File: src/rtl/tcw_pkg.sv
// Shared types and constants of the text console writer.
`timescale 1ns / 1ps
package tcw_pkg;

  localparam int FUNC_W = 3;
  localparam int ROW_W  = 5;
  localparam int COL_W  = 7;
  localparam int CHAR_W = 8;
  localparam int CUR_W  = 11;
  localparam int IN_W   = 32;
  localparam int OUT_W  = 32;

  localparam logic [FUNC_W-1:0] FUNC_PUT_CUR = 3'd0;
  localparam logic [FUNC_W-1:0] FUNC_PUT_POS = 3'd1;
  localparam logic [FUNC_W-1:0] FUNC_SET_CUR = 3'd2;
  localparam logic [FUNC_W-1:0] FUNC_CLEAR   = 3'd3;
  localparam logic [FUNC_W-1:0] FUNC_READ    = 3'd4;

  localparam logic [CHAR_W-1:0] BLANK_CHAR   = 8'h20;
  localparam logic [CHAR_W-1:0] BLANK_ATTR   = 8'h07;
  localparam logic [CHAR_W-1:0] NEWLINE_CHAR = 8'h0A;

  typedef struct packed {
    logic load_item;
    logic exec;
    logic cnt_zero;
    logic cnt_last_row;
    logic cnt_inc;
    logic blank_wr;
    logic scr_rd;
    logic scr_wr;
    logic cap_rd;
    logic out_load;
  } cmd_t;

  typedef struct packed {
    logic is_clear;
    logic is_read_hit;
    logic need_scroll;
    logic blank_last;
    logic scr_last;
    logic out_busy;
  } sts_t;

endpackage

File: src/rtl/tcw_ctrl.sv
// Controller state machine of the text console writer.
`timescale 1ns / 1ps
module tcw_ctrl
  import tcw_pkg::*;
(
  input  logic clk,
  input  logic rst_n,
  input  logic in_tvalid,
  output logic in_tready,
  input  sts_t sts,
  output cmd_t cmd
);

  typedef enum logic [2:0] {
    ST_INIT,
    ST_IDLE,
    ST_EXEC,
    ST_RDWAIT,
    ST_SCR_RD,
    ST_SCR_WR,
    ST_BLANK,
    ST_DONE
  } state_t;

  state_t state_r, state_nxt;

  assign in_tready = (state_r == ST_IDLE);

  always_comb begin
    cmd       = '0;
    state_nxt = state_r;
    unique case (state_r)
      ST_INIT: begin
        cmd.blank_wr = 1'b1;
        cmd.cnt_inc  = 1'b1;
        if (sts.blank_last) state_nxt = ST_IDLE;
      end
      ST_IDLE: begin
        if (in_tvalid) begin
          cmd.load_item = 1'b1;
          state_nxt     = ST_EXEC;
        end
      end
      ST_EXEC: begin
        cmd.exec = 1'b1;
        priority if (sts.need_scroll) begin
          cmd.cnt_zero = 1'b1;
          state_nxt    = ST_SCR_RD;
        end else if (sts.is_clear) begin
          cmd.cnt_zero = 1'b1;
          state_nxt    = ST_BLANK;
        end else if (sts.is_read_hit) begin
          state_nxt = ST_RDWAIT;
        end else begin
          state_nxt = ST_DONE;
        end
      end
      ST_RDWAIT: begin
        cmd.cap_rd = 1'b1;
        state_nxt  = ST_DONE;
      end
      ST_SCR_RD: begin
        cmd.scr_rd = 1'b1;
        state_nxt  = ST_SCR_WR;
      end
      ST_SCR_WR: begin
        cmd.scr_wr = 1'b1;
        if (sts.scr_last) begin
          cmd.cnt_last_row = 1'b1;
          state_nxt        = ST_BLANK;
        end else begin
          cmd.cnt_inc = 1'b1;
          state_nxt   = ST_SCR_RD;
        end
      end
      ST_BLANK: begin
        cmd.blank_wr = 1'b1;
        cmd.cnt_inc  = 1'b1;
        if (sts.blank_last) state_nxt = ST_DONE;
      end
      ST_DONE: begin
        // hold the result until the output register is free
        if (!sts.out_busy) begin
          cmd.out_load = 1'b1;
          state_nxt    = ST_IDLE;
        end
      end
      default: state_nxt = ST_INIT;
    endcase
  end

  always_ff @(posedge clk) begin
    if (!rst_n) begin
      state_r <= ST_INIT;
    end else begin
      state_r <= state_nxt;
    end
  end

endmodule

File: config.mk
export PLATFORM = sky130hd
export DESIGN_NAME = tcw_ctrl
export DESIGN_NICKNAME = d
export VERILOG_FILES = /design/src/rtl/tcw_pkg.sv /design/src/rtl/tcw_ctrl.sv
export SDC_FILE = /design/constraint.sdc
export NUM_CORES = 1
export LEC_CHECK = 0
export ABC_AREA = 1
export ABC_CLOCK_PERIOD_IN_PS = 1650
export BUFFER_PORTS_ARGS = -buffer_cell sky130_fd_sc_hd__buf_2
export CAP_MARGIN = 10
export CELL_PAD_IN_SITES_DETAIL_PLACEMENT = 0
export CELL_PAD_IN_SITES_GLOBAL_PLACEMENT = 1
export CORE_AREA = 4 4 41 43
export CTS_BUF_LIST = sky130_fd_sc_hd__clkbuf_4
export DETAILED_ROUTE_END_ITERATION = 16
export DIE_AREA = 0 0 45 47
export PLACE_DENSITY_LB_ADDON = 0.3
export SLEW_MARGIN = 10
export SYNTH_ARGS = -nofsm -noshare
export SYNTH_HDL_FRONTEND = slang
export SYNTH_SLANG_ARGS = --single-unit
File: constraint.sdc
create_clock -name clk -period 1.65 [get_ports clk]
set_clock_uncertainty 0.15 [all_clocks]
set_input_delay 0 -clock clk [delete_from_list [all_inputs] [get_ports clk]]
set_output_delay 0 -clock clk [all_outputs]
set_load 0.02 [all_outputs]
* Word-level counts from Yosys, hierarchy flattened
Index checks and enable logic that the tools add are counted.
** Word-level totals
- Logic and storage cells :: 39
- Output and inout port bits :: 11
- Bits in registers :: 3
- Input port bits :: 9
** Operators by class
- Multiplexer cells :: 24
- Reduce and logical (&&, ||, !) cells :: 3
- Equality and inequality tests :: 11
** Operators with widths (number)
- one-hot mux 3 bit (8 select lines) :: 1
- 2-to-1 mux 3 bit :: 7
- 2-to-1 mux 1 bit :: 13
- == test 3 bit, second input constant :: 4
- inequality test 2 bit, second input constant :: 4
- == test 3 x 2 -> 1 bit, second input constant :: 2
- 2-to-1 mux 2 bit :: 2
- AND reduction 4 bit :: 1
- == test 3 x 1 -> 1 bit, second input constant :: 1
- logical NOT 3 bit :: 1
- one-hot mux 1 bit (2 select lines) :: 1
- OR reduction 2 bit :: 1

* Logic depth before layout (Yosys ltp)
Gate-level depths: netlist of the first run.
- Word-level depth :: 4
- Gate-level depth with buffers :: 9
- Gate-level depth less buffers :: 8

* Worst setup path after synthesis of the first run
Ideal clock, no wire load.
- Path kind :: reg-to-output
- Start point :: register state_r[2]
- End point :: output port cmd[5] (netlist bit)
- Stages on the path, launching flop included :: 3
- Arrival time :: 1.340 ns
- Data required time :: 1.500 ns
- Path slack :: 0.160 ns
- Buffers on the path :: 0
- Path through :: dfxtp_1 > inv_1 > o311ai_0
** RTL lines
- start, declared :: line tcw_ctrl.sv:25 : state_t state_r, state_nxt;
- start signal, assigned :: line tcw_ctrl.sv:96 : state_r <= state_nxt;
- end, declared :: line tcw_ctrl.sv:11 : output cmd_t cmd

==> flow_summary.ini, run 1 <==
[floorplanning]
num_io_pins = 20
core_mm2 = 0.001301
std_cell_rows = 13
dieHeight_um = 47
die_area_mm2 = 0.002115
initial_utilization = 0.2240
die_width_um = 45

[timing]
fin_tns_setup_ns = 0
timing.final.hold_violations = 0
final.period_utilization = 0.9067
final_max_slew_viol_count = 0
grt_setup_unrepaired = no
minimum_period_implied_by_the_final_worst_setup_slack_ns = 1.496
timing.max_slew.rel_slack = 0.8070
worstMarginPinSlew_ns = 0.2859
final.hold.worst_slack_ns = 0.01841
timing.final.setup_violations = 0
max_freq_mhz = 668.5

[critical_path]
worstPathCellList = nand2_1 > o311ai_0 > buf_2
timing.reg2reg.setup_slack_ns = 0.30
reg2reg_from = state_r[1]
timing.reg2reg.worst_path_depth = 7
worstPathArrival_ns = 1.35
critical_path.max_stage_delay_ns = 0.47
cp-end-kind = primary output
number_of_buffer_and_inverter_instances_along_the_worst_setup_path = 1
cp-start-kind = flip-flop
required_ns = 1.50
worst_path_dominant_cell_family = flip-flops
worst_path_max_delay_cell = sky130_fd_sc_hd__dfxtp_1
worstPathMaxFanout = 8
rr_endpoint = state_r[0]
criticalPathCategory = flip-flop to primary output

[clocking]
tritoncts.num_buffers = 3
cts-resized-gates = 0
clock_insertion_delay_worst_skew_ns = 0.23
clk_root_buffer_cell = sky130_fd_sc_hd__clkbuf_4
post_cts_hold_buffer_count = 2
post_cts_buffers = 0
cts.htree.levels = 1
clock_path_buffers = 2
cts.reportedPaths.clkPinSlew_ns = 0.03
cts_tree = done
cts_sinks = 3

[status]
outcome = complete, no violations

[power_and_ir_drop]
p_leak_nw = 0.2943
total_power_density_per_cell_area_mw_per_mm2 = 1744
vdd_ir_drop_max_mv = 0.6200

[placement]
place.detailed.hpwl_um = 645.4
place.port_buffers = 19
post_dp_cell_area_um2 = 397.9
routabilityCongestion = 0.7509

[detailed_routing]
final_antenna_net_count = 0
totalWireLength_um = 749
drtIter0Drc = 11
post_drt_wl_per_cell_um = 7.968
routed-via-count = 399
firstDrtPassIters = 4
vias_per_cell = 4.245
drt_drc = 0

[synth]
synthesis.area_um2 = 291.5
synth-seq-cells = 3
syn_area_per_cell_um2 = 5.301
syn-num-nets = 64
yosys.cell_types.count = 14
yosysWarningCount = 0
synth.largest_area_cell = sky130_fd_sc_hd__dfxtp_1
post_synth_inst_count = 55
share_of_the_yosys_chip_area_belonging_to_registers = 0.2060
synth.top_cells.by_area = sky130_fd_sc_hd__dfxtp_1 (21%), sky130_fd_sc_hd__nand2_1 (17%), sky130_fd_sc_hd__nor2_1 (17%)
synth.top_cell.area_share = 0.2060

[cells_and_area]
reg_top3 = state_r (3)
mostFrequentLayoutCells = sky130_fd_sc_hd__buf_2 (19), sky130_fd_sc_hd__nand2_1 (13), sky130_fd_sc_hd__nor2_1 (13)
layout_cell_share_with_drive_strength_beyond_1 = 0.3671
final_common_cell = sky130_fd_sc_hd__buf_2
largest_register_ffs = 3
max_flop_register = state_r
antenna_cells = 0
fillers = 157
nets = 89
area_growth_syn_to_layout_pct = 53.65
finalInstanceArea_um2 = 447.9

[grt]
grt_antenna_before_repair = 0
grt_pass1_vias = 337
grt_util_all_layers = 0.08682
grt_pass1_wl_um = 1290
grt_start_max_net_pins = 9
globalRoute.totalOverflow = 0

[hold_path]
min_path_type = input pin to flip-flop
worstHoldStart = sts[1]
min_to = state_r[1]
number_of_cells_on_the_worst_hold_path = 5

[job]
maxCapViolCount = 0
-- routing by layer --
layer  share of wire  GRT usage  routed length [um]  vias to the layer above
met1            0.47     0.1020                 352                      168
met3           0.099    0.04598                  74                        0
met2            0.43     0.1328                 321                       15
met5               0          0                   0                        -
met4               0    0.03509                   0                        0
li1                -          -                   -                      216
-- tightest hold or removal path, stage by stage --
cell                      delay, ns
sky130_fd_sc_hd__buf_2         0.09
sky130_fd_sc_hd__nand2_1       0.06
sky130_fd_sc_hd__nand4_1       0.09
sky130_fd_sc_hd__nor2_1        0.04
sky130_fd_sc_hd__nor2_1        0.08
-- cells by family after synthesis --
logic type / share of synthesized area
AO/OA/AOI/OAI: 0.04720
buffers and inverters: 0.1674
flip-flops: 0.2060
AND/OR/NAND/NOR: 0.5794
-- worst max path at each step --
stage,endpoint,slack [ns],start,cells after the start
CTS,cmd[5],0.13,state_r[0],3
global route,cmd[5],0.06,state_r[0],3
floorplan,cmd[5],0.16,state_r[2],2
detailed placement,state_r[0],0.30,state_r[1],7
global placement,state_r[0],0.27,state_r[1],7
finish,cmd[5],0.15,state_r[0],3
-- cells in the mapped netlist, drive strengths merged --
library cell,instances
inv,11
o21ai,1
dfxtp,3
nand3,6
nor3,1
nand4,1
buf,1
nor2,14
nand2,16
o311ai,1
-- power breakdown --
part	total (mW)	switching, mW	internal [mW]
combinational	0.492	0.323	0.168
sequential	0.147	0.0447	0.103
clock	0.142	0.0352	0.107
total	0.781	0.403	0.378
-- stage by stage --
step                      std cells  utilization  setup slack (ns)  power (mW)
after global placement           88       0.3058            0.2685      0.6515
after global routing             94       0.3442           0.05715      0.8676
after floorplan                  55            -            0.1596      0.5178
final                            94       0.3442            0.1540      0.7813
after CTS                        94       0.3442            0.1253      0.7949
after detailed placement         88       0.3058            0.3033      0.6441
-- layout make-up --
type                            count  area [um^2]  area share
Clock buffer                        4        30.03     0.06704
Inverter                           11        41.29     0.09218
Multi-Input combinational cell     40        182.7      0.4078
Sequential cell                     3        60.06      0.1341
Tap cell                           15        18.77     0.04190
Timing Repair Buffer               21        115.1      0.2570
Power figures use the tool's default switching activity.
==> run 2, diff against run 1 <==
Settings changed: ABC_AREA 1 to 0, ABC_CLOCK_PERIOD_IN_PS 1650 to 1900.
Clock period 1.65 ns to 1.9 ns, I/O delays scaled along.
==> flow_summary.ini, run 2 <==
[timing]
max_freq_mhz = 574.6
worstMarginPinSlew_ns = 0.3014
minimum_period_implied_by_the_final_worst_setup_slack_ns = 1.740
final.period_utilization = 0.9160
fin_tns_setup_ns = 0
timing.max_slew.rel_slack = 0.7988
timing.final.setup_violations = 0
final_max_slew_viol_count = 0
grt_setup_unrepaired = no
timing.final.hold_violations = 0

[critical_path]
required_ns = 1.87
cp-start-kind = flip-flop
timing.reg2reg.setup_slack_ns = 0.16
rr_endpoint = state_r[2]
worstPathCellList = nand2_1 > o21ai_0 > a311oi_1 > dlygate4sd3_1
critical_path.max_stage_delay_ns = 0.55
timing.reg2reg.worst_path_depth = 4
criticalPathCategory = flip-flop to flip-flop
cp-end-kind = flip-flop
worstPathMaxFanout = 8
worst_path_max_delay_cell = sky130_fd_sc_hd__dlygate4sd3_1
reg2reg_from = state_r[1]
worstPathArrival_ns = 1.71

[synth]
synthesis.area_um2 = 246.5
synth_common_cells = sky130_fd_sc_hd__nor2_1 (6), sky130_fd_sc_hd__inv_1 (4), sky130_fd_sc_hd__dfxtp_1 (3), sky130_fd_sc_hd__o21ai_0 (3)
syn_area_per_cell_um2 = 7.042
synth_flop_cell = sky130_fd_sc_hd__dfxtp_1
yosys.cell_types.count = 21
synthMostInstantiatedCell = sky130_fd_sc_hd__nor2_1
synth.largest_area_cell = sky130_fd_sc_hd__dfxtp_1
synth-seq-cells = 3
synth_edf_count = 0
synth.top_cell.area_share = 0.2437
post_synth_inst_count = 35
syn-num-nets = 44
yosysWarningCount = 0
share_of_the_yosys_chip_area_belonging_to_registers = 0.2437
synth.top_cells.by_area = sky130_fd_sc_hd__dfxtp_1 (24%), sky130_fd_sc_hd__nor2_1 (9.1%), sky130_fd_sc_hd__o21ai_0 (6.1%)
ys_async_sr_fraction = 0

[cells_and_area]
antenna_cells = 0
largest_register_ffs = 3
max_flop_register = state_r
fillers = 146
seq_area_um2 = 61.31
nets = 72
multiInputGateArea_um2 = 155.1
area_growth_syn_to_layout_pct = 76.65
finalInstanceArea_um2 = 435.4
final_common_cell = sky130_fd_sc_hd__buf_2
reg_top3 = state_r (3)
mostFrequentLayoutCells = sky130_fd_sc_hd__buf_2 (19), sky130_fd_sc_hd__nor2_1 (6), sky130_fd_sc_hd__dlygate4sd3_1 (6)
final-instance-count-excl-fill = 77
layout_cell_share_with_drive_strength_beyond_1 = 0.4194

[hold_path]
min_path_type = input pin to flip-flop
worstHoldStart = sts[0]
min_to = state_r[1]
number_of_cells_on_the_worst_hold_path = 4

[floorplanning]
die_area_mm2 = 0.002115
core_mm2 = 0.001301
num_io_pins = 20
dieHeight_um = 47
die_width_um = 45
initial_utilization = 0.1894
std_cell_rows = 13

[clocking]
cts_sinks = 3
tritoncts.num_buffers = 3
cts_tree = done
post_cts_buffers = 0
clock_insertion_delay_worst_skew_ns = 0.23
cts.reportedPaths.clkPinSlew_ns = 0.04
clock_path_buffers = 2
clk_root_buffer_cell = sky130_fd_sc_hd__clkbuf_4
cts.htree.levels = 1

[power_and_ir_drop]
total_power_density_per_cell_area_mw_per_mm2 = 700.0
vdd_ir_drop_max_mv = 0.2532
p_leak_nw = 0.2413

[grt]
grt_pass1_vias = 273
grt_antenna_before_repair = 0
grt_start_max_net_pins = 12
globalRoute.totalOverflow = 0
grt_util_all_layers = 0.07729
grt_pass1_wl_um = 1110

[detailed_routing]
post_drt_wl_per_cell_um = 9.896
firstDrtPassIters = 3
routed-via-count = 316
vias_per_cell = 4.104
drt_drc = 0
final_antenna_net_count = 0
totalWireLength_um = 762
drtIter0Drc = 3

[placement]
dp.cells = 67
routabilityCongestion = 0.6417
place.detailed.hpwl_um = 568.8
post_dp_cell_area_um2 = 344.1
place.port_buffers = 19

[job]
maxCapViolCount = 0

[status]
outcome = complete, no violations
==> run 2: cell types whose count changed in the layout (fill, tap and decap cells not counted), sizes merged, moves of 2 or more <==
cell | before | now
nand2b | 0 | 2
o21ai | 1 | 3
nand2 | 16 | 2
inv | 11 | 4
dlygate4sd3 | 2 | 6
nor2 | 14 | 6
nand3 | 6 | 0
==> run 2: per-layer routing <==
layer	up-vias	track usage	share of wire
li1	172	-	-
met1	129	0.1041	0.49
met2	15	0.09605	0.43
met3	0	0.02299	0.087
met4	0	0.07018	0
met5	-	0	0
==> run 2: cells by family after synthesis <==
group,synth area share
buffers and inverters,0.1269
multiplexers,0.04568
AND/OR/NAND/NOR,0.3605
flip-flops,0.2437
AO/OA/AOI/OAI,0.2233
==> run 2: layout make-up <==
cell class,instances,area share
Sequential cell,3,0.1408
Timing Repair Buffer,25,0.3563
Inverter,4,0.03448
Multi-Input combinational cell,26,0.3563
Clock buffer,4,0.06897
Tap cell,15,0.04310
==> run 2: worst max-delay path: cells and delay by family (launching register included) <==
kind	cells	cell delay [ns]
and+or+nand+nor	1	0.14
buffers and inverters	1	0.55
AOI/OAI and AO/OA	2	0.34
DFF	1	0.45
==> run 2: power by group <==
group / switching (mW) / leakage [nW] / internal (mW)
sequential: 0.0124 / 0.0251 / 0.0691
combinational: 0.0511 / 0.198 / 0.0447
clock: 0.0345 / 0.0184 / 0.0930
==> run 2: timing repair <==
action                                  CTS  global route
endpoints found under the setup margin    0             1
resized for setup                         0             1
endpoints found under the hold margin     3             0
hold buffers                              6             0
==> run 2: metrics by stage <==
step	utilization	hold slack, ns	power, mW	setup WS (ns)
final	0.3346	0.1036	0.3048	0.1596
after global routing	0.3346	0.1234	0.3276	0.03673
after CTS	0.3337	0.1087	0.3114	0.08397
after detailed placement	0.2644	0.04680	0.1698	0.5011
after global placement	0.2644	0.04941	0.1704	0.5399
after floorplan	-	-0.05339	0.1408	0.4356
==> run 2: how the worst max path moves through the flow <==
stage	slack [ns]	depth (start not counted)	end	start
floorplan	0.44	4	cmd[9]	state_r[0]
global placement	0.54	3	state_r[0]	state_r[2]
detailed placement	0.50	3	state_r[0]	state_r[2]
CTS	0.08	4	state_r[2]	state_r[2]
global route	0.04	4	state_r[2]	state_r[1]
finish	0.16	4	state_r[2]	state_r[1]
==> run 3, diff against run 2 <==
Settings changed: CELL_PAD_IN_SITES_DETAIL_PLACEMENT 0 to unset, CELL_PAD_IN_SITES_GLOBAL_PLACEMENT 1 to unset.
==> flow_summary.ini, run 3 (synthesis results as in run 2) <==
[status]
outcome = complete, no violations

[clocking]
clock_path_buffers = 2
post_cts_buffers = 0
tritoncts.num_buffers = 3
cts_tree = done
clk_root_buffer_cell = sky130_fd_sc_hd__clkbuf_4
clock_insertion_delay_worst_skew_ns = 0.23
cts.htree.levels = 1
cts_sinks = 3
cts.reportedPaths.clkPinSlew_ns = 0.04

[grt]
grt_pass1_wl_um = 1207
groute.layer.met3.usage = 0.01149
grt_util_all_layers = 0.08044
use_met2 = 0.1102
grt_start_max_net_pins = 12
groute.layer.met1.usage = 0.1086
globalRoute.totalOverflow = 0
grt_most_used_layer = met2
grt_antenna_before_repair = 0
grt_pass1_vias = 299

[timing]
timing.final.setup_violations = 0
final.period_utilization = 0.9106
timing.max_slew.rel_slack = 0.8106
max_freq_mhz = 578.0
timing.final.hold_violations = 0
grt_setup_unrepaired = no
worstMarginPinSlew_ns = 0.2836
final_max_slew_viol_count = 0
fin_tns_setup_ns = 0
postLayoutSetupSlackWorst_ns = 0.1699
minimum_period_implied_by_the_final_worst_setup_slack_ns = 1.730

[critical_path]
critical_path.max_stage_delay_ns = 0.55
timing.reg2reg.worst_path_depth = 4
required_ns = 1.86
worstSetupStartpoint = state_r[0]
worstPathCellList = nand2b_1 > o21ai_0 > a311oi_1 > dlygate4sd3_1
timing.reg2reg.setup_slack_ns = 0.17
reg2reg_from = state_r[0]
worstPathArrival_ns = 1.69
cp-start-kind = flip-flop
rr_endpoint = state_r[2]
criticalPathCategory = flip-flop to flip-flop
cp-end-kind = flip-flop
worst_path_max_delay_cell = sky130_fd_sc_hd__dlygate4sd3_1
worstPathMaxFanout = 9
timing.critical_path.to = state_r[2]

[floorplanning]
num_io_pins = 20
initial_utilization = 0.1894
std_cell_rows = 13
dieHeight_um = 47
core_mm2 = 0.001301
die_area_mm2 = 0.002115
die_width_um = 45

[cells_and_area]
mostFrequentLayoutCells = sky130_fd_sc_hd__buf_2 (19), sky130_fd_sc_hd__nor2_1 (6), sky130_fd_sc_hd__dlygate4sd3_1 (6)
reg_top3 = state_r (3)
antenna_cells = 0
finalInstanceArea_um2 = 435.4
seq_area_um2 = 61.31
multiInputGateArea_um2 = 155.1
largest_register_ffs = 3
area_growth_syn_to_layout_pct = 76.65
layout_cell_share_with_drive_strength_beyond_1 = 0.4194
nets = 72
max_flop_register = state_r
final_common_cell = sky130_fd_sc_hd__buf_2
fillers = 152

[detailed_routing]
final_antenna_net_count = 0
vias_per_cell = 4.169
drtIter0Drc = 3
routed-via-count = 321
firstDrtPassIters = 3
totalWireLength_um = 725
post_drt_wl_per_cell_um = 9.416
drt_drc = 0

[placement]
place.detailed.hpwl_um = 562.9
place.port_buffers = 19
placement.setup.worst_slack_ns = 0.4975
post_dp_cell_area_um2 = 344.1
routabilityCongestion = 0.6784

[job]
maxCapViolCount = 0

[hold_path]
number_of_cells_on_the_worst_hold_path = 4
min_path_type = input pin to flip-flop

[power_and_ir_drop]
vdd_ir_drop_max_mv = 0.3304
total_power_density_per_cell_area_mw_per_mm2 = 696.0
power.total_uw = 303.1
p_leak_nw = 0.2413
-- run 3: report_power, final --
group	switching [mW]	leakage [nW]	internal, mW	total, mW
sequential	0.0119	0.0251	0.0691	0.0810
combinational	0.0516	0.198	0.0447	0.0963
clock	0.0328	0.0184	0.0929	0.126
total	0.0963	0.241	0.207	0.303
-- run 3: timing repair --
action                                  CTS  global route
hold endpoints to repair                  3             0
resized for setup                         0             1
hold buffers                              6             0
endpoints found under the setup margin    0             1
-- run 3: worst min-delay path by stage --
stage,end,start
2_1_floorplan,state_r[1],sts[3]
3_3_place_gp,state_r[2],sts[4]
3_5_place_dp,state_r[2],sts[4]
4_1_cts,state_r[1],sts[0]
5_1_grt,state_r[1],sts[0]
6_report,state_r[1],sts[0]
-- run 3: cell type report --
type	instances	area share
tap	15	0.04310
timing repair buffer	25	0.3563
multi-input combinational	26	0.3563
inverter	4	0.03448
sequential	3	0.1408
clock buffer	4	0.06897
-- run 3: stage by stage --
stage,utilization,instances,hold slack [ns]
floorplan,-,35,-0.05339
global placement,0.2644,67,0.04964
detailed placement,0.2644,67,0.04986
CTS,0.3337,77,0.1100
global route,0.3346,77,0.1885
finish,0.3346,77,0.1116
-- run 3: routing by layer --
| layer | up-vias | part of all wire |
|---|---|---|
| li1 | 172 | - |
| met5 | - | 0 |
| met2 | 18 | 0.36 |
| met3 | 2 | 0.12 |
| met4 | 0 | 0.026 |
| met1 | 129 | 0.49 |
-- run 3: worst max-delay path, delay by kind of cell, from the launching register on --
| kind | cells | cell delay, ns |
|---|---|---|
| DFF | 1 | 0.47 |
| buffers and inverters | 1 | 0.55 |
| and+or+nand+nor | 1 | 0.11 |
| AOI/OAI and AO/OA | 2 | 0.32 |
